`src/rtl/hsv2rgb_pkg.sv`:
```
package hsv2rgb_pkg;

    // Fixed-point format of the inputs: 1/16 degree and 1/16 percent
    localparam int FRAC_BITS = 4;

    // Register stages from input to output
    localparam int NSTAGE = 7;

    // Internal widths
    localparam int HUE_W   = 13;  // clamped hue, below 5760
    localparam int PCT_W   = 11;  // clamped saturation or value, up to 1600
    localparam int REM_W   = 10;  // position inside a sector, below 960
    localparam int TERM_W  = 21;  // A*B - s*k, up to 1536000
    localparam int PROD_W  = 32;  // v * (A*B - s*k)
    localparam int SUM_W   = 41;  // 510*y + D
    localparam int QUO_W   = 22;  // (510*y + D) >> 19
    localparam int RECIP_W = 23;  // reciprocal of 9375
    localparam int EST_W   = 44;  // quotient estimate product
    localparam int CHAN_W  = 8;

    localparam int SPAN_I = 60 << FRAC_BITS;

    localparam logic [HUE_W-1:0]  HUE_MAX = HUE_W'(360 << FRAC_BITS);
    localparam logic [PCT_W-1:0]  PCT_MAX = PCT_W'(100 << FRAC_BITS);
    localparam logic [REM_W-1:0]  SPAN    = REM_W'(SPAN_I);
    // A*B: the full-scale numerator of one channel term
    localparam logic [TERM_W-1:0] FULL    = TERM_W'((100 * 60) << (2 * FRAC_BITS));

    // Denominator D = A*A*B = 2^18 * 9375; rounding adds D to 2*255*num
    localparam logic [SUM_W-1:0]   ROUND_BIAS  = 41'd2457600000;
    localparam int                 PRE_SHIFT   = 19;
    // ceil(2^36 / 9375), exact for every quotient input below 2^22
    localparam logic [RECIP_W-1:0] RECIP       = 23'd7330078;
    localparam int                 RECIP_SHIFT = 36;

    // Hue sectors of 60 degrees
    typedef enum logic [2:0] {
        SEC_RED_YEL = 3'd0,
        SEC_YEL_GRN = 3'd1,
        SEC_GRN_CYN = 3'd2,
        SEC_CYN_BLU = 3'd3,
        SEC_BLU_MAG = 3'd4,
        SEC_MAG_RED = 3'd5
    } sector_t;

    typedef struct packed {
        logic st1;
        logic st2;
    } front_en_t;

    typedef struct packed {
        logic st1;
        logic st2;
        logic st3;
        logic st4;
    } lane_en_t;

endpackage

```
`src/rtl/hsv2rgb_lane.sv`:
```
module hsv2rgb_lane (
    input  logic                              clk,
    input  hsv2rgb_pkg::lane_en_t             en,
    input  logic [hsv2rgb_pkg::PCT_W-1:0]     sat,
    input  logic [hsv2rgb_pkg::PCT_W-1:0]     val,
    input  logic [hsv2rgb_pkg::REM_W-1:0]     k,
    output logic [hsv2rgb_pkg::CHAN_W-1:0]    chan
);

    logic [hsv2rgb_pkg::TERM_W-1:0] sk_reg;
    logic [hsv2rgb_pkg::PCT_W-1:0]  v1_reg;
    logic [hsv2rgb_pkg::PROD_W-1:0] y_reg;
    logic [hsv2rgb_pkg::SUM_W-1:0]  sum_next;
    logic [hsv2rgb_pkg::QUO_W-1:0]  w_reg;
    logic [hsv2rgb_pkg::EST_W-1:0]  est_reg;

    // Scale the sector offset by saturation
    always_ff @(posedge clk)
    begin
        if (en.st1)
        begin
            sk_reg <= hsv2rgb_pkg::TERM_W'(sat) * hsv2rgb_pkg::TERM_W'(k);
            v1_reg <= val;
        end
    end

    // Form v * (A*B - s*k)
    always_ff @(posedge clk)
    begin
        if (en.st2)
        begin
            y_reg <= hsv2rgb_pkg::PROD_W'(v1_reg)
                   * hsv2rgb_pkg::PROD_W'(hsv2rgb_pkg::FULL - sk_reg);
        end
    end

    // 2*255*y + D, then drop the power-of-two part of 2*D
    assign sum_next = (hsv2rgb_pkg::SUM_W'(y_reg) << 9)
                    - (hsv2rgb_pkg::SUM_W'(y_reg) << 1)
                    + hsv2rgb_pkg::ROUND_BIAS;

    always_ff @(posedge clk)
    begin
        if (en.st3)
        begin
            w_reg <= sum_next[hsv2rgb_pkg::SUM_W-1:hsv2rgb_pkg::PRE_SHIFT];
        end
    end

    // Divide by 9375 through the reciprocal
    always_ff @(posedge clk)
    begin
        if (en.st4)
        begin
            est_reg <= hsv2rgb_pkg::EST_W'(w_reg) * hsv2rgb_pkg::EST_W'(hsv2rgb_pkg::RECIP);
        end
    end

    assign chan = est_reg[hsv2rgb_pkg::RECIP_SHIFT +: hsv2rgb_pkg::CHAN_W];

endmodule

```
`config.mk`:
```
export PLATFORM = sky130hd
export DESIGN_NAME = hsv2rgb_lane
export DESIGN_NICKNAME = d
export VERILOG_FILES = /design/src/rtl/hsv2rgb_pkg.sv /design/src/rtl/hsv2rgb_lane.sv
export SDC_FILE = /design/constraint.sdc
export NUM_CORES = 2
export LEC_CHECK = 0
export ABC_AREA = 0
export BUFFER_PORTS_ARGS = -buffer_cell sky130_fd_sc_hd__buf_2
export CAP_MARGIN = 5
export CORE_MARGIN = 1.5
export CORE_UTILIZATION = 55
export DETAILED_ROUTE_END_ITERATION = 10
export PLACE_DENSITY = 0.69
export RECOVER_POWER = 25
export SLEW_MARGIN = 20
export SYNTH_ARGS = -nofsm -noshare
export SYNTH_HDL_FRONTEND = slang
export SYNTH_SLANG_ARGS = --single-unit
```
`constraint.sdc`:
```
create_clock -name clk -period 8.7 [get_ports clk]
set_input_delay 1.74 -clock clk [delete_from_list [all_inputs] [get_ports clk]]
set_output_delay 1.74 -clock clk [all_outputs]
set_load 0.05 [all_outputs]
```
Yosys cells after proc, flatten, opt, wreduce, memory -nomap -nowiden

Index checks and enable logic that the tools add are counted.

Add/sub/neg operators: 3
$mul: 3

Operators with widths:

| cell                                                | number |
|---|---|
| multiplier 22 x 22 -> 43 bit, second input constant | 1 |
| adder 41 x 32 -> 41 bit, second input constant      | 1 |
| subtractor 41 x 33 -> 41 bit                        | 1 |
| multiplier 12 x 22 -> 32 bit                        | 1 |
| subtractor 21 x 21 -> 22 bit, first input constant  | 1 |
| multiplier 11 x 10 -> 21 bit                        | 1 |

Output and inout port bits: 8
Word-level logic and storage cells: 11
Input port bits: 37
Flip-flop bits (word level): 129

Longest topological paths before layout

Depth after elaboration: 2
Gate-level depth with buffers: 30

Worst setup path before layout

OpenSTA, ideal clock, no wires.

Path type: register to register
Start point: reg sk_reg[3] in the netlist's numbering
End point: reg y_reg[31] in the netlist's numbering (data pin)
Setup time: 258 ps
Path buffers: 1
Arrival time: 6786 ps
Path slack: 1656 ps
Required time: 8442 ps
Stages on the path, launching flop included: 27
Cells stage by stage: edfxtp_1 -> or4_1 -> nor4_2 -> nand2b_1 -> nor4_1 -> xnor2_1 -> clkbuf_1 -> nand2_1 -> fa_1 -> fa_1 -> inv_1 -> fa_1 -> fa_1 -> inv_1 -> fa_1 -> inv_1 -> ha_1 -> and3_1 -> a221oi_1 -> nand3b_1 -> a41oi_1 -> or3_1 -> a31oi_2 -> a41o_1 -> o21a_1 -> nor2_1 -> xnor2_1

Cells in the longest elaborated chain, start to end: 2

Ends and longest elaborated chain:

| what                         | RTL line           | RTL |
|---|---|---|
| from (decl)                  | hsv2rgb_lane.sv:10 | `logic [hsv2rgb_pkg::TERM_W-1:0] sk_reg;` |
| from (signal assigned)       | hsv2rgb_lane.sv:22 | `sk_reg <= hsv2rgb_pkg::TERM_W'(sat) * hsv2rgb_pkg::TERM_W'(k);` |
| subtractor 21 x 21 -> 22 bit | hsv2rgb_lane.sv:33 | `* hsv2rgb_pkg::PROD_W'(hsv2rgb_pkg::FULL - sk_reg);` |
| multiplier 12 x 22 -> 32 bit | hsv2rgb_lane.sv:33 |  |
| to (signal assigned)         | hsv2rgb_lane.sv:32 | `y_reg <= hsv2rgb_pkg::PROD_W'(v1_reg)` |
| to (decl)                    | hsv2rgb_lane.sv:12 | `logic [hsv2rgb_pkg::PROD_W-1:0] y_reg;` |

Every way passes these cells.
A chain may end at the register's enable or synchronous reset.

Worst setup path after layout

Start point: reg sk_reg[3] in the netlist's numbering
End point: reg y_reg[30] in the netlist's numbering (data pin)

The elaborated chain is that of the path after synthesis.

==> results.tsv <==
metric	value	unit
CP Cell Sequence	or4_1 > nor4_2 > nor2b_1 > a21oi_1 > o21ai_1 > xor2_1 > nand2_1 > fa_1 > fa_1 > inv_1 > fa_1 > fa_1 > inv_1 > fa_1 > inv_1 > ha_1 > a21oi_1 > o21ai_0 > a311oi_2 > nor2_1 > o41ai_2 > o21ai_1 > o41ai_2 > xnor2_1	
Max Fclk	129	MHz
Avg Cell Area, Syn	9.79	µm²
Setup crit end kind	flop	
# setup viols final	0	
vias after detailed routing	16000	
Initial Util	55.7	%
Congestion Overflow GR	0	
Largest delay share family, worst path	adder cells	
Vias/cell	5.24	
Seq/Total Area, Yosys	11.7	%
port bufs	44	
Final nets	3313	
setup TNS	0	ps
CP peak stage delay	750	ps
die span in y	212	µm
startpoint class of the critical path	flop	
ys async rst share	0	%
Reg clk slew, reported paths	70	ps
drt first pass iters	5	
distinct cell type count after synthesis	64	
most frequent CP cell	fa_1	
number of remaining DRC errors	0	
Tmin final	7750	ps
Max-slew headroom	-3.75	%
initial antenna violation count	0	
clock sink total	94	
MaxCap Viol Count	1	
critical path startpoint	sk_reg[3]	
Bufs and invs on worst path	3	
largest net degree at the start of global routing	33	
share of cells above drive strength 1	3.54	%
Area contributors post-synth	fa_1, ha_1, edfxtp_1, inv_1, nand2_1	
violated checks	capacitance limit, slew limit	
post-synthesis compound-gate area fraction	5.30	%
vias in the first global route	17600	
final hold vios	0	
Tot GR Track Use	24.9	%
Routed WL	50.9	mm
DIE AREA	45000	µm²
First DRT Iteration DRCs	834	
Die X	212	µm
Yosys reg bits	94	
Worst-Skew Late Latency	380	ps
RSZ-0062 raised after global routing	no	
clk buf depth	2	
critical-path maximum fanout	11	
Max Slew Vio Count	33	
antenna cells	0	
worst hold-check path type	flop to flop	
GP Congestion	0.935	
Reg2Reg Capture Point	y_reg[30]	
syn nets	3317	
R2R Path Start	sk_reg[3]	
Worst Hold Depth	2	
max reg flops	32	
post-synth top area share	39.8	%
largest family of logic cells by synthesized area	adder cells	
first-pass GRT wire length	87.6	mm
R2R depth	24	
Final period util	89.1	%
Simple-Gate Fraction of Synth Area	10.4	%
Slew @ Worst Pin	1560	ps
Clock Skew	11.0	ps
worst reg2reg setup slack	950	ps
WL per Instance	16.7	µm
Setup Buffers After CTS	0	
worst hold slack	872	ps
EDFF count, synth	94	
core area	43200	µm²
post-synthesis instance total	2457	
CTS tree	yes	
Warnings, synthesis	0	
status	complete, but fails checks	
Yosys top cell by area	fa_1	
H-Tree Depth	3	
P&R area growth vs syn	4.42	%
crit path to	y_reg[30]	
ANT nets after route	0	
post-cts hold buffer count	0	
row count	76	
I/O pin count	45	
CP arrival	7860	ps
root buffer cell	clkbuf_16	
post-synthesis xor/xnor area fraction	3.53	%
Num CTS Buffers	9	
Main synth FF type	edfxtp_1	
Worst path depth	24	
hpwl dp	44.6	mm
Critical Path RT	8810	ps
CP Class	flop to flop	
Syn Std Cell Area	24100	µm²
slowest CP cell	xor2_1	
multiplexer area fraction after synthesis	0	%
Synth Area in Adders	57.7	%
cts repair resizes	0	
[worst min-delay path, stage by stage, from the launching register on]
cell and delay, ps:
edfxtp_1 380, ha_1 180, xnor2_1 120
[worst min-delay path by stage]
stage                          from   endpoint  slack, ps
after floorplan           v1_reg[0]   y_reg[0]        560
after global placement    y_reg[26]  w_reg[17]        850
after detailed placement  y_reg[25]  w_reg[16]        870
after CTS                 y_reg[25]  w_reg[16]        880
after global routing      y_reg[26]  w_reg[17]        880
final                     y_reg[26]  w_reg[17]        870
[final cells by class]
class | count | area, µm²
clock buffers | 9 | 225
clock inverters | 7 | 76.3
fillers | 3736 | 18000
inverters | 657 | 2470
multi-input cells | 1640 | 18500
flip-flops and latches | 94 | 2820
well taps | 585 | 732
repair buffers | 51 | 268
[logic make-up after synthesis]
logic type	Yosys count
XOR/XNOR	97
AO/OA/AOI/OAI	180
flip-flops	94
adder cells (fa/ha/maj)	823
AND/OR/NAND/NOR	540
buffers and inverters	723
[cells in the mapped netlist (all sizes together), types with 7 or more instances]
cell type / number
o21a: 17
inv: 657
edfxtp: 94
o21ai: 31
nor2b: 8
a21o: 25
nor2: 71
fa: 479
a21oi: 51
clkbuf: 60
nand3: 20
a211oi: 7
and2: 114
nand2: 276
xor2: 28
ha: 344
xnor2: 69
nor3: 16
[routing by layer]
| metal | wire (µm) | track usage (%) |
|---|---|---|
| met4 | 1160 | 6.95 |
| met2 | 26000 | 44.4 |
| met5 | 0 | 0 |
| met3 | 1960 | 2.72 |
| met1 | 21700 | 32.3 |
[stage by stage]
stage / cells / util [%] / setup slack [ps] / instance area (µm²)
2_1_floorplan: 2457 / - / 1660 / 24100
3_3_place_gp: 3027 / 57.5 / 1190 / 24800
5_1_grt: 3043 / 58.2 / 360 / 25100
3_5_place_dp: 3027 / 57.5 / 1020 / 24800
6_report: 3043 / 58.2 / 950 / 25100
4_1_cts: 3043 / 58.2 / 986 / 25100
[layout by cell type, fill, tap and decap left out, types with 7 or more instances in the layout]
cell type | Yosys | final
a21o_1 | 25 | 25
a21oi_1 | 51 | 51
and2_1 | 114 | 111
buf_2 | 4 | 40
buf_4 | 0 | 7
clkbuf_16 | 0 | 9
edfxtp_1 | 94 | 94
fa_1 | 479 | 479
ha_1 | 344 | 344
inv_1 | 655 | 655
nand2_1 | 276 | 276
nand3_1 | 20 | 20
nor2_1 | 71 | 71
nor2b_1 | 7 | 7
nor3_1 | 15 | 15
o21a_1 | 17 | 17
o21ai_0 | 23 | 23
o21ai_1 | 8 | 8
xnor2_1 | 69 | 67
xor2_1 | 28 | 28
Power is not shown: default switching activity piles up to over one toggle a cycle in this logic, so the estimate is an artifact.
