[config.mk]
export PLATFORM = sky130hd
export DESIGN_NAME = hsv2rgb_front
export DESIGN_NICKNAME = d
export VERILOG_FILES = /design/src/rtl/hsv2rgb_pkg.sv /design/src/rtl/hsv2rgb_front.sv
export SDC_FILE = /design/constraint.sdc
export NUM_CORES = 1
export LEC_CHECK = 0
export BUFFER_PORTS_ARGS = -buffer_cell sky130_fd_sc_hd__buf_2
export CAP_MARGIN = 10
export CORE_MARGIN = 2
export CORE_UTILIZATION = 50
export DETAILED_ROUTE_END_ITERATION = 12
export PLACE_DENSITY = 0.83
export SLEW_MARGIN = 20
export SYNTH_ARGS = -nofsm -noshare
export SYNTH_HDL_FRONTEND = slang
export SYNTH_SLANG_ARGS = --single-unit
[constraint.sdc]
create_clock -name clk -period 2.6 [get_ports clk]
set_clock_uncertainty 0.2 [all_clocks]
set_input_delay 0.52 -clock clk [delete_from_list [all_inputs] [get_ports clk]]
set_output_delay 0.52 -clock clk [all_outputs]
set_load 0.1 [all_outputs]
[src/rtl/hsv2rgb_pkg.sv]
package hsv2rgb_pkg;

    // Fixed-point format of the inputs: 1/16 degree and 1/16 percent
    localparam int FRAC_BITS = 4;

    // Register stages from input to output
    localparam int NSTAGE = 7;

    // Internal widths
    localparam int HUE_W   = 13;  // clamped hue, below 5760
    localparam int PCT_W   = 11;  // clamped saturation or value, up to 1600
    localparam int REM_W   = 10;  // position inside a sector, below 960
    localparam int TERM_W  = 21;  // A*B - s*k, up to 1536000
    localparam int PROD_W  = 32;  // v * (A*B - s*k)
    localparam int SUM_W   = 41;  // 510*y + D
    localparam int QUO_W   = 22;  // (510*y + D) >> 19
    localparam int RECIP_W = 23;  // reciprocal of 9375
    localparam int EST_W   = 44;  // quotient estimate product
    localparam int CHAN_W  = 8;

    localparam int SPAN_I = 60 << FRAC_BITS;

    localparam logic [HUE_W-1:0]  HUE_MAX = HUE_W'(360 << FRAC_BITS);
    localparam logic [PCT_W-1:0]  PCT_MAX = PCT_W'(100 << FRAC_BITS);
    localparam logic [REM_W-1:0]  SPAN    = REM_W'(SPAN_I);
    // A*B: the full-scale numerator of one channel term
    localparam logic [TERM_W-1:0] FULL    = TERM_W'((100 * 60) << (2 * FRAC_BITS));

    // Denominator D = A*A*B = 2^18 * 9375; rounding adds D to 2*255*num
    localparam logic [SUM_W-1:0]   ROUND_BIAS  = 41'd2457600000;
    localparam int                 PRE_SHIFT   = 19;
    // ceil(2^36 / 9375), exact for every quotient input below 2^22
    localparam logic [RECIP_W-1:0] RECIP       = 23'd7330078;
    localparam int                 RECIP_SHIFT = 36;

    // Hue sectors of 60 degrees
    typedef enum logic [2:0] {
        SEC_RED_YEL = 3'd0,
        SEC_YEL_GRN = 3'd1,
        SEC_GRN_CYN = 3'd2,
        SEC_CYN_BLU = 3'd3,
        SEC_BLU_MAG = 3'd4,
        SEC_MAG_RED = 3'd5
    } sector_t;

    typedef struct packed {
        logic st1;
        logic st2;
    } front_en_t;

    typedef struct packed {
        logic st1;
        logic st2;
        logic st3;
        logic st4;
    } lane_en_t;

endpackage

[src/rtl/hsv2rgb_front.sv]
module hsv2rgb_front (
    input  logic                              clk,
    input  hsv2rgb_pkg::front_en_t            en,
    input  logic signed [13:0]                hue,
    input  logic signed [11:0]                saturation,
    input  logic signed [11:0]                brightness,
    output hsv2rgb_pkg::sector_t              sector,
    output logic [hsv2rgb_pkg::REM_W-1:0]     rem,
    output logic [hsv2rgb_pkg::PCT_W-1:0]     sat,
    output logic [hsv2rgb_pkg::PCT_W-1:0]     val
);

    logic [hsv2rgb_pkg::HUE_W-1:0] h_next, h_reg;
    logic [hsv2rgb_pkg::PCT_W-1:0] s_next, s_reg, v_next, v_reg;
    hsv2rgb_pkg::sector_t          sector_next, sector_reg;
    logic [hsv2rgb_pkg::HUE_W-1:0] base;
    logic [hsv2rgb_pkg::REM_W-1:0] rem_next, rem_reg;
    logic [hsv2rgb_pkg::PCT_W-1:0] s2_reg, v2_reg;

    // Clamp the inputs; hue of 360 degrees and above wraps to red
    always_comb
    begin
        if (hue[13] || (hue[12:0] >= hsv2rgb_pkg::HUE_MAX))
        begin
            h_next = '0;
        end
        else
        begin
            h_next = hue[12:0];
        end
        if (saturation[11])
        begin
            s_next = '0;
        end
        else if (saturation[10:0] > hsv2rgb_pkg::PCT_MAX)
        begin
            s_next = hsv2rgb_pkg::PCT_MAX;
        end
        else
        begin
            s_next = saturation[10:0];
        end
        if (brightness[11])
        begin
            v_next = '0;
        end
        else if (brightness[10:0] > hsv2rgb_pkg::PCT_MAX)
        begin
            v_next = hsv2rgb_pkg::PCT_MAX;
        end
        else
        begin
            v_next = brightness[10:0];
        end
    end

    always_ff @(posedge clk)
    begin
        if (en.st1)
        begin
            h_reg <= h_next;
            s_reg <= s_next;
            v_reg <= v_next;
        end
    end

    // Split hue into sector and position inside the sector
    always_comb
    begin
        if (h_reg >= hsv2rgb_pkg::HUE_W'(5 * hsv2rgb_pkg::SPAN_I))
        begin
            sector_next = hsv2rgb_pkg::SEC_MAG_RED;
            base        = hsv2rgb_pkg::HUE_W'(5 * hsv2rgb_pkg::SPAN_I);
        end
        else if (h_reg >= hsv2rgb_pkg::HUE_W'(4 * hsv2rgb_pkg::SPAN_I))
        begin
            sector_next = hsv2rgb_pkg::SEC_BLU_MAG;
            base        = hsv2rgb_pkg::HUE_W'(4 * hsv2rgb_pkg::SPAN_I);
        end
        else if (h_reg >= hsv2rgb_pkg::HUE_W'(3 * hsv2rgb_pkg::SPAN_I))
        begin
            sector_next = hsv2rgb_pkg::SEC_CYN_BLU;
            base        = hsv2rgb_pkg::HUE_W'(3 * hsv2rgb_pkg::SPAN_I);
        end
        else if (h_reg >= hsv2rgb_pkg::HUE_W'(2 * hsv2rgb_pkg::SPAN_I))
        begin
            sector_next = hsv2rgb_pkg::SEC_GRN_CYN;
            base        = hsv2rgb_pkg::HUE_W'(2 * hsv2rgb_pkg::SPAN_I);
        end
        else if (h_reg >= hsv2rgb_pkg::HUE_W'(hsv2rgb_pkg::SPAN_I))
        begin
            sector_next = hsv2rgb_pkg::SEC_YEL_GRN;
            base        = hsv2rgb_pkg::HUE_W'(hsv2rgb_pkg::SPAN_I);
        end
        else
        begin
            sector_next = hsv2rgb_pkg::SEC_RED_YEL;
            base        = '0;
        end
        rem_next = hsv2rgb_pkg::REM_W'(h_reg - base);
    end

    always_ff @(posedge clk)
    begin
        if (en.st2)
        begin
            sector_reg <= sector_next;
            rem_reg    <= rem_next;
            s2_reg     <= s_reg;
            v2_reg     <= v_reg;
        end
    end

    assign sector = sector_reg;
    assign rem    = rem_reg;
    assign sat    = s2_reg;
    assign val    = v2_reg;

endmodule

---- Word-level counts from Yosys, hierarchy flattened ----
Cells that the tools add are included.
storage, ports and cells
  bits in registers ....................... 70
  input port bits ......................... 41
  output and inout bits ................... 35
  word-level logic and storage cells ...... 34
cells by class
  add/subtract/negate cells ............... 1
  magnitude comparators ................... 8
  mux-type cells .......................... 11
  reductions and logical operators ........ 4
operators with widths
  operator                                                count
  two-way mux 10 bit                                      5
  >= comparator 13 x 12 -> 1 bit (second input constant)  2
  >= comparator 13 bit (second input constant)            2
  > comparator 11 bit (second input constant)             2
  two-way mux 11 bit                                      2
  >= comparator 13 x 10 -> 1 bit (second input constant)  1
  >= comparator 13 x 11 -> 1 bit (second input constant)  1
  subtractor 10 bit                                       1
  OR reduction 2 bit                                      3
  two-way mux 2 bit                                       2
  two-way mux 1 bit                                       2
  logical OR 1 bit                                        1

---- Logic depth before layout (Yosys ltp) ----
Gate-level depths: netlist of run 1.
  depth in word-level cells ............... 7
  gate-level depth with buffers ........... 9
  gate-level depth less buffers ........... 9

---- Worst setup path after synthesis of run 1 ----
No wires, ideal clock.
  path type ............................... reg2reg
  start point ............................. register h_reg[11] (netlist name)
  end point ............................... register rem_reg, in the netlist rem[9], data pin
  setup time .............................. 264 ps
  arrival time ............................ 1723 ps
  path slack .............................. 413 ps
  stages on the path, launching flop included .. 8
  path buffers ............................ 0
  clock period less this slack ............ 2187 ps
  cells stage by stage .................... edfxtp_1 nor2_1 o21ai_1 a22oi_1 ha_1 a21o_1 a21oi_1 xor2_1
on the way
  word-level cells in the longest chain between the ends .. 7
  elaborated cells between the ends (all ways) .. 11
RTL lines
  item                            line                  RTL
  start: declaration              hsv2rgb_front.sv:13   logic [hsv2rgb_pkg::HUE_W-1:0] h_next, h_reg;
  start signal: assignment        hsv2rgb_front.sv:61   h_reg <= h_next;
  >= comparator 13 x 10 -> 1 bit  hsv2rgb_front.sv:90   else if (h_reg >= hsv2rgb_pkg::HUE_W'(hsv2rgb_pkg::SPAN_I))
  two-way mux 10 bit              hsv2rgb_front.sv:90
  two-way mux 10 bit              hsv2rgb_front.sv:85   else if (h_reg >= hsv2rgb_pkg::HUE_W'(2 * hsv2rgb_pkg::SPAN_I))
  two-way mux 10 bit              hsv2rgb_front.sv:80   else if (h_reg >= hsv2rgb_pkg::HUE_W'(3 * hsv2rgb_pkg::SPAN_I))
  two-way mux 10 bit              hsv2rgb_front.sv:75   else if (h_reg >= hsv2rgb_pkg::HUE_W'(4 * hsv2rgb_pkg::SPAN_I))
  two-way mux 10 bit *            hsv2rgb_front.sv:70   if (h_reg >= hsv2rgb_pkg::HUE_W'(5 * hsv2rgb_pkg::SPAN_I))
  subtractor 10 bit *             hsv2rgb_front.sv:100  rem_next = hsv2rgb_pkg::REM_W'(h_reg - base);
  named net rem_next (one bit)    hsv2rgb_front.sv:17   logic [hsv2rgb_pkg::REM_W-1:0] rem_next, rem_reg;
  end signal: assignment          hsv2rgb_front.sv:108  rem_reg <= rem_next;
  end: declaration                hsv2rgb_front.sv:17
Mark *: on every way through the listed nets, which the timed path passes. The rest lies on a longest branch.
A chain may end at the register's enable or synchronous reset.

---- Final worst setup path of run 1 ----
Ends and elaborated chain as after synthesis.

==> out/qor.json, run 1 <==
{
  "synth-seq-area-share": {"value": 75.7, "unit": "%"},
  "critical_path_depth": {"value": 7},
  "num_io_pins": {"value": 76},
  "die_height": {"value": 78.5, "unit": "um"},
  "crit_path_end_kind": {"value": "register"},
  "antenna_violating_nets_post_route": {"value": 0},
  "timing.hold.worst.class": {"value": "register to register"},
  "synth_warnings": {"value": 0},
  "dieWidth": {"value": 78.5, "unit": "um"},
  "rows": {"value": 27},
  "mostFrequentLayoutCell": {"value": "sky130_fd_sc_hd__buf_2"},
  "worst-r2r-cell-count": {"value": 7},
  "setup-tns-final": {"value": 0, "unit": "ns"},
  "worst_path_max_delay_cell": {"value": "sky130_fd_sc_hd__edfxtp_1"},
  "report.final.hold_viol_count": {"value": 0},
  "cts_max_level": {"value": 3},
  "finalCoreUtilization": {"value": 63.3, "unit": "%"},
  "worstSkewPairLatency": {"value": 0.33, "unit": "ns"},
  "crit_path_start_kind": {"value": "register"},
  "antenna_found_initial": {"value": 2},
  "final_cells": {"value": 329},
  "worstPathCellList": {"value": "nor2_1 -> o21ai_1 -> a22oi_1 -> ha_1 -> a21o_1 -> a21oi_1 -> xor2_1"},
  "final_hpwl_from_detailed_placement": {"value": 3190, "unit": "um"},
  "grt_setup_unrepaired": {"value": "false"},
  "die_area": {"value": 0.00616, "unit": "sq mm"},
  "core": {"value": 0.00544, "unit": "sq mm"},
  "power_density": {"value": 813, "unit": "mW/mm^2"},
  "layout_net_count": {"value": 297},
  "timing.final.crit_share": {"value": 92.5, "unit": "%"},
  "maxCapViolations": {"value": 0},
  "overflow_left_after_global_routing": {"value": 0},
  "areaGrowthSynthToFinish": {"value": 24.0, "unit": "%"},
  "via_per_inst": {"value": 5.01},
  "first_global_vias": {"value": 1614},
  "global_route.usage.total": {"value": 16.6, "unit": "%"},
  "timing.final.crit_period": {"value": 2.41, "unit": "ns"},
  "vias": {"value": 1648},
  "most-common-layout-cells": {"value": "sky130_fd_sc_hd__buf_2, sky130_fd_sc_hd__edfxtp_1, sky130_fd_sc_hd__and2_1"},
  "largest_reg_flops": {"value": 13},
  "ctsHoldBuffers": {"value": 0},
  "nets_in_the_synthesized_netlist": {"value": 213},
  "timing.critical_path.slowest_cell_delay": {"value": 0.49, "unit": "ns"},
  "timing.critical_path.buf_inv": {"value": 0},
  "result_of_the_run": {"value": "completed"},
  "route.detailed.drc": {"value": 0},
  "place.gp.congestion": {"value": 0.792},
  "cts_repair_resize_count": {"value": 0},
  "r2r_slack": {"value": 0.19, "unit": "ns"},
  "max_clock_freq": {"value": 416, "unit": "MHz"},
  "cts_root_buf": {"value": "sky130_fd_sc_hd__clkbuf_8"},
  "synth_top_cell_area_share": {"value": 75.7, "unit": "%"},
  "yosysUniqueCellTypes": {"value": 29},
  "tritoncts_clock_tree": {"value": "done"},
  "syn_area_per_cell": {"value": 16.5, "unit": "sq um"},
  "average_wire_per_cell_in_the_routed_design": {"value": 13.8, "unit": "um"},
  "synth.cell_area": {"value": 0.00278, "unit": "sq mm"},
  "grt_pass1_wl": {"value": 7420, "unit": "um"},
  "dpl.cell_count": {"value": 313},
  "arrival": {"value": 2.29, "unit": "ns"},
  "ff_to_ff_start": {"value": "h_reg[11]"},
  "fin_area": {"value": 0.00344, "unit": "sq mm"},
  "power_leakage": {"value": 1.34, "unit": "nW"},
  "crit_path_end": {"value": "rem[9]"},
  "post-synth-top-area-cell": {"value": "sky130_fd_sc_hd__edfxtp_1"},
  "worst_setup_hold_path_clk_slew": {"value": 0.08, "unit": "ns"},
  "max-clock-path-buffers": {"value": 2},
  "final_layout_size_suffix_gt1_share": {"value": 41.6, "unit": "%"},
  "drt_pass1_iterations": {"value": 4},
  "worst_margin_slew": {"value": 0.738, "unit": "ns"},
  "report.final.slew_viol_count": {"value": 0},
  "ys_seq_elements": {"value": 70},
  "insertedDiodeCount": {"value": 0},
  "maximum_number_of_pins_on_one_net_before_global_route_repair": {"value": 36},
  "synthesis.instances": {"value": 168},
  "cts_inserted_buffers": {"value": 9},
  "yosys-top-cells-area": {"value": "sky130_fd_sc_hd__edfxtp_1, sky130_fd_sc_hd__and2_1, sky130_fd_sc_hd__nor3b_2"},
  "worst-setup-path-type": {"value": "register to register"},
  "setup_viol": {"value": 0},
  "max-vdd-ir-drop": {"value": 0.409, "unit": "mV"},
  "post_cts.repair.setup_buffers": {"value": 0},
  "filler_cell_count": {"value": 433},
  "cts_num_sinks": {"value": 70},
  "worstReg2RegEnd": {"value": "rem[9]"},
  "setup.worst_path.start": {"value": "h_reg[11]"},
  "path_delay_family": {"value": "compound AO/OA/AOI/OAI gates"},
  "placed_area": {"value": 0.00324, "unit": "sq mm"},
  "hold_path_depth": {"value": 0},
  "cp_max_fo": {"value": 7},
  "initialDrtViolationCount": {"value": 80},
  "initial_utilization": {"value": 51.0, "unit": "%"},
  "max-slew-margin-rel": {"value": 50.8, "unit": "%"},
  "critical_path_required": {"value": 2.48, "unit": "ns"},
  "numPortBuffers": {"value": 75},
  "detail_route.wirelength": {"value": 4550, "unit": "um"}
}
[layer usage]
metal | GRT usage, % | vias up | wire, um
li1 | - | 808 | -
met3 | 5.40 | 9 | 299
met4 | 10.0 | 2 | 83
met2 | 29.3 | 51 | 2520
met1 | 17.0 | 778 | 1640
met5 | 0 | - | 11
[synth_stat cells]
library cell	count
sky130_fd_sc_hd__nand3_1	4
sky130_fd_sc_hd__xor2_1	2
sky130_fd_sc_hd__nor3_2	2
sky130_fd_sc_hd__inv_2	1
sky130_fd_sc_hd__o21ai_1	4
sky130_fd_sc_hd__fa_1	1
sky130_fd_sc_hd__nand2_1	2
sky130_fd_sc_hd__nand4_1	1
sky130_fd_sc_hd__and2_1	20
sky130_fd_sc_hd__edfxtp_1	70
sky130_fd_sc_hd__nor3b_2	8
sky130_fd_sc_hd__o211a_1	1
sky130_fd_sc_hd__nor3b_1	2
sky130_fd_sc_hd__o211ai_1	3
sky130_fd_sc_hd__a31oi_1	5
sky130_fd_sc_hd__clkbuf_1	3
sky130_fd_sc_hd__o31ai_1	2
sky130_fd_sc_hd__or3_1	2
sky130_fd_sc_hd__nor2b_1	4
sky130_fd_sc_hd__nand2b_1	1
sky130_fd_sc_hd__a21o_1	1
sky130_fd_sc_hd__or4_4	2
sky130_fd_sc_hd__o21ai_0	1
sky130_fd_sc_hd__a22oi_1	1
sky130_fd_sc_hd__a21oi_1	9
sky130_fd_sc_hd__o21ai_2	2
sky130_fd_sc_hd__nor2_1	4
sky130_fd_sc_hd__ha_1	3
sky130_fd_sc_hd__inv_1	7
[power by group]
group | switching, mW | internal [mW]
Sequential | 0.0322 | 1.35
Combinational | 0.435 | 0.102
Clock | 0.423 | 0.452
Total | 0.891 | 1.91
[layout make-up]
cell class | count | area, sq um | share of cell area (%)
Multi-Input combinational cell | 87 | 632 | 18.4
Inverter | 8 | 30.0 | 0.873
Clock buffer | 9 | 124 | 3.60
Tap cell | 72 | 90.1 | 2.62
Sequential cell | 70 | 2100 | 61.1
Timing Repair Buffer | 76 | 383 | 11.1
Clock inverter | 7 | 80.1 | 2.33
[worst min-delay path by stage]
stage,slack (ns),endpoint,start
after CTS,0.22,sat[0],s_reg[0]
after floorplan,0.20,rem[0],h_reg[0]
after global routing,0.23,rem[2],h_reg[2]
after global placement,0.20,sat[5],s_reg[5]
after detailed placement,0.20,rem[0],h_reg[0]
final,0.22,val[8],v_reg[8]
[stage by stage]
| step | worst slack [ns] | hold slack [ns] | power (mW) |
|---|---|---|---|
| global route | 0.0422 | 0.229 | 2.90 |
| floorplan | 0.413 | 0.200 | 1.83 |
| global placement | 0.336 | 0.201 | 1.93 |
| detailed placement | 0.219 | 0.205 | 1.95 |
| finish | 0.194 | 0.222 | 2.80 |
| CTS | 0.200 | 0.222 | 2.83 |
[cells by family after synthesis]
group                    synth area share [%]
buffers and inverters                    1.49
AND/OR/NAND/NOR                          13.5
adder cells (fa/ha/maj)                  2.07
flip-flops                               75.7
AO/OA/AOI/OAI                            6.54
XOR/XNOR                                0.631
Power figures use the tool's default switching activity.
==> inputs of run 2 (changes only) <==
RECOVER_POWER = 25   (was default)
==> run 2 against run 1 <==
The run now ends with capacitance limit, slew limit left. Die area stayed put. Sequential share of layout area is 0.11 points higher. Sequential power hardly changed. Register-to-register slack hardly changed. Fmax hardly changed. Combinational power hardly changed. Non-clock buffer count stayed put. Global-route usage stayed put. Largest power group unchanged. Highest routed layer unchanged.
==> out/qor.json, run 2 (synthesis results as in run 1) <==
{
  "p_int": {"value": 1.91, "unit": "mW", "change": "about the same"},
  "detailed_routed_wire_length_on_met3": {"value": 300, "unit": "um", "change": "+0.33%"},
  "global_route.usage.total": {"value": 16.6, "unit": "%", "change": "unchanged"},
  "timing.final.crit_period": {"value": 2.41, "unit": "ns", "change": "+0.0000590 ns"},
  "worstPathCellList": {"value": "nor2_1 -> o21ai_1 -> a22oi_1 -> ha_1 -> a21o_1 -> a21oi_1 -> xor2_1"},
  "via_per_inst": {"value": 5.00, "change": "-0.18%"},
  "cp_max_fo": {"value": 7, "change": "unchanged"},
  "insertedDiodeCount": {"value": 0, "change": "unchanged"},
  "min-delay-start": {"value": "v_reg[8]"},
  "setup_viol": {"value": 0, "change": "unchanged"},
  "maxCapViolations": {"value": 1, "change": "+1"},
  "dieWidth": {"value": 78.5, "unit": "um", "change": "unchanged"},
  "numPortBuffers": {"value": 75, "change": "unchanged"},
  "route.detailed.drc": {"value": 0, "change": "unchanged"},
  "power_frac_seq": {"value": 49.6, "unit": "%", "change": "about the same"},
  "timing.critical_path.slowest_cell_delay": {"value": 0.49, "unit": "ns", "change": "about the same"},
  "power_density": {"value": 814, "unit": "mW/mm^2", "change": "+0.11%"},
  "max-vdd-ir-drop": {"value": 0.409, "unit": "mV", "change": "about the same"},
  "cts_repair_resize_count": {"value": 0, "change": "unchanged"},
  "grt_pass1_wl": {"value": 7420, "unit": "um", "change": "unchanged"},
  "die_area": {"value": 0.00616, "unit": "sq mm", "change": "unchanged"},
  "cts_num_sinks": {"value": 70, "change": "unchanged"},
  "worstSkewPairLatency": {"value": 0.33, "unit": "ns", "change": "about the same"},
  "grt_setup_unrepaired": {"value": "false"},
  "crit_path_start_kind": {"value": "register"},
  "max-clock-path-buffers": {"value": 2, "change": "unchanged"},
  "clock_power_share": {"value": 31.3, "unit": "%", "change": "about the same"},
  "final_hpwl_from_detailed_placement": {"value": 3190, "unit": "um", "change": "unchanged"},
  "finalWorstSetupSlack": {"value": 0.194, "unit": "ns", "change": "-0.0000590 ns"},
  "violations_in_the_final_reports": {"value": "capacitance limit, slew limit"},
  "average_wire_per_cell_in_the_routed_design": {"value": 13.8, "unit": "um", "change": "-0.29%"},
  "die_height": {"value": 78.5, "unit": "um", "change": "unchanged"},
  "wl_met2": {"value": 2500, "unit": "um", "change": "-0.67%"},
  "worst-r2r-cell-count": {"value": 7, "change": "unchanged"},
  "hold_path_depth": {"value": 0, "change": "unchanged"},
  "crit_path_end_kind": {"value": "register"},
  "areaGrowthSynthToFinish": {"value": 23.8, "unit": "%"},
  "setup-tns-final": {"value": 0, "unit": "ns", "change": "unchanged"},
  "worst_path_max_delay_cell": {"value": "sky130_fd_sc_hd__edfxtp_1"},
  "timing.hold.worst.class": {"value": "register to register"},
  "result_of_the_run": {"value": "finished, violations left"},
  "holdPathEnd": {"value": "val[8]"},
  "max-slew-margin-rel": {"value": -18.2, "unit": "%", "change": "-69 points"},
  "vias": {"value": 1645, "change": "-0.18%"},
  "worst_setup_hold_path_clk_slew": {"value": 0.08, "unit": "ns", "change": "about the same"},
  "fin_total_pwr": {"value": 2.80, "unit": "mW", "change": "about the same"},
  "final_layout_size_suffix_gt1_share": {"value": 39.7, "unit": "%", "change": "-1.9 points"},
  "power.switching": {"value": 0.889, "unit": "mW", "change": "-0.16%"},
  "core": {"value": 0.00544, "unit": "sq mm", "change": "unchanged"},
  "cts_max_level": {"value": 3, "change": "unchanged"},
  "cts_inserted_buffers": {"value": 9, "change": "unchanged"},
  "placed_area": {"value": 0.00324, "unit": "sq mm", "change": "unchanged"},
  "arrival": {"value": 2.29, "unit": "ns", "change": "about the same"},
  "initialDrtViolationCount": {"value": 88, "change": "+10%"},
  "overflow_left_after_global_routing": {"value": 0, "change": "unchanged"},
  "ctsHoldBuffers": {"value": 0, "change": "unchanged"},
  "place.gp.congestion": {"value": 0.792, "change": "unchanged"},
  "largest_reg_flops": {"value": 13, "change": "unchanged"},
  "initial_utilization": {"value": 51.0, "unit": "%", "change": "unchanged"},
  "tritoncts_clock_tree": {"value": "done"},
  "drt_met1_wl": {"value": 1640, "unit": "um", "change": "+0.31%"},
  "sw_frac_of_total": {"value": 31.8, "unit": "%", "change": "about the same"},
  "most-common-layout-cells": {"value": "sky130_fd_sc_hd__edfxtp_1, sky130_fd_sc_hd__buf_2, sky130_fd_sc_hd__and2_1"},
  "worst-setup-path-type": {"value": "register to register"},
  "antenna_found_initial": {"value": 2, "change": "unchanged"},
  "pre_cts_slack": {"value": 0.219, "unit": "ns", "change": "unchanged"},
  "post_cts.repair.setup_buffers": {"value": 0, "change": "unchanged"},
  "report.final.slew_viol_count": {"value": 36, "change": "+36"},
  "antenna_violating_nets_post_route": {"value": 0, "change": "unchanged"},
  "max_clock_freq": {"value": 416, "unit": "MHz", "change": "about the same"},
  "rows": {"value": 27, "change": "unchanged"},
  "r2r_slack": {"value": 0.19, "unit": "ns", "change": "about the same"},
  "timing.final.crit_share": {"value": 92.5, "unit": "%", "change": "about the same"},
  "worstReg2RegEnd": {"value": "rem[9]"},
  "power_leakage": {"value": 1.33, "unit": "nW", "change": "-1.3%"},
  "ff_to_ff_start": {"value": "h_reg[11]"},
  "critical_path_required": {"value": 2.48, "unit": "ns", "change": "about the same"},
  "layout_net_count": {"value": 297, "change": "unchanged"},
  "report.final.hold_viol_count": {"value": 0, "change": "unchanged"},
  "maximum_number_of_pins_on_one_net_before_global_route_repair": {"value": 36, "change": "unchanged"},
  "comb_power_share": {"value": 19.1, "unit": "%", "change": "about the same"},
  "worst_margin_slew": {"value": 1.77, "unit": "ns", "change": "+1.04 ns"},
  "fin_area": {"value": 0.00343, "unit": "sq mm", "change": "-0.18%"},
  "cts_root_buf": {"value": "sky130_fd_sc_hd__clkbuf_8"},
  "drt_pass1_iterations": {"value": 3, "change": "-1"},
  "detail_route.wirelength": {"value": 4540, "unit": "um", "change": "-0.29%"},
  "num_io_pins": {"value": 76, "change": "unchanged"},
  "first_global_vias": {"value": 1614, "change": "unchanged"},
  "top_signal_layer_used": {"value": "met5"}
}
==> run 2: routing by layer <==
| layer | vias up | GRT usage, % |
|---|---|---|
| met2 | 47 | 29.3 |
| li1 | 810 | - |
| met4 | 2 | 10.0 |
| met3 | 9 | 5.40 |
| met1 | 777 | 17.0 |
| met5 | - | 0 |
==> run 2: critical path, delay by kind of cell, from the launching register on <==
| kind | cells | cell delay (ns) |
|---|---|---|
| AOI/OAI and AO/OA | 4 | 0.80 |
| xor gates and xnor gates | 1 | 0.08 |
| adders and majority gates | 1 | 0.30 |
| DFF | 1 | 0.49 |
| and+or+nand+nor | 1 | 0.28 |
==> run 2: stage by stage <==
step,utilization (%),hold slack [ns],instances
after detailed placement,59.5,0.205,313
final,63.1,0.221,329
after floorplan,-,0.200,168
after global routing,63.1,0.229,329
after CTS,63.3,0.222,329
after global placement,59.5,0.201,313
==> run 2: worst max-delay path by stage <==
stage,start,to,slack (ns),cells after the start
after floorplan,h_reg[11],rem[9],0.41,7
after global placement,h_reg[11],rem[9],0.34,7
after detailed placement,h_reg[11],rem[9],0.22,7
after CTS,h_reg[11],rem[9],0.20,7
after global routing,h_reg[11],rem[9],0.04,7
final,h_reg[11],rem[9],0.19,7
==> run 2: power groups by stage <==
stage	Combinational, mW	Sequential, mW	Clock, mW
global route	0.566	1.40	0.942
finish	0.535	1.39	0.874
floorplan	0.0921	1.73	0
detailed placement	0.538	1.41	0
global placement	0.531	1.40	0
CTS	0.540	1.39	0.900
==> run 2: cell type report <==
cell class | instances | area [sq um]
flip-flops and latches | 70 | 2100
multi-input cells | 87 | 632
inverters | 8 | 30.0
fillers | 436 | 2000
repair buffers | 76 | 377
clock buffers | 9 | 124
well taps | 72 | 90.1
clock inverters | 7 | 80.1
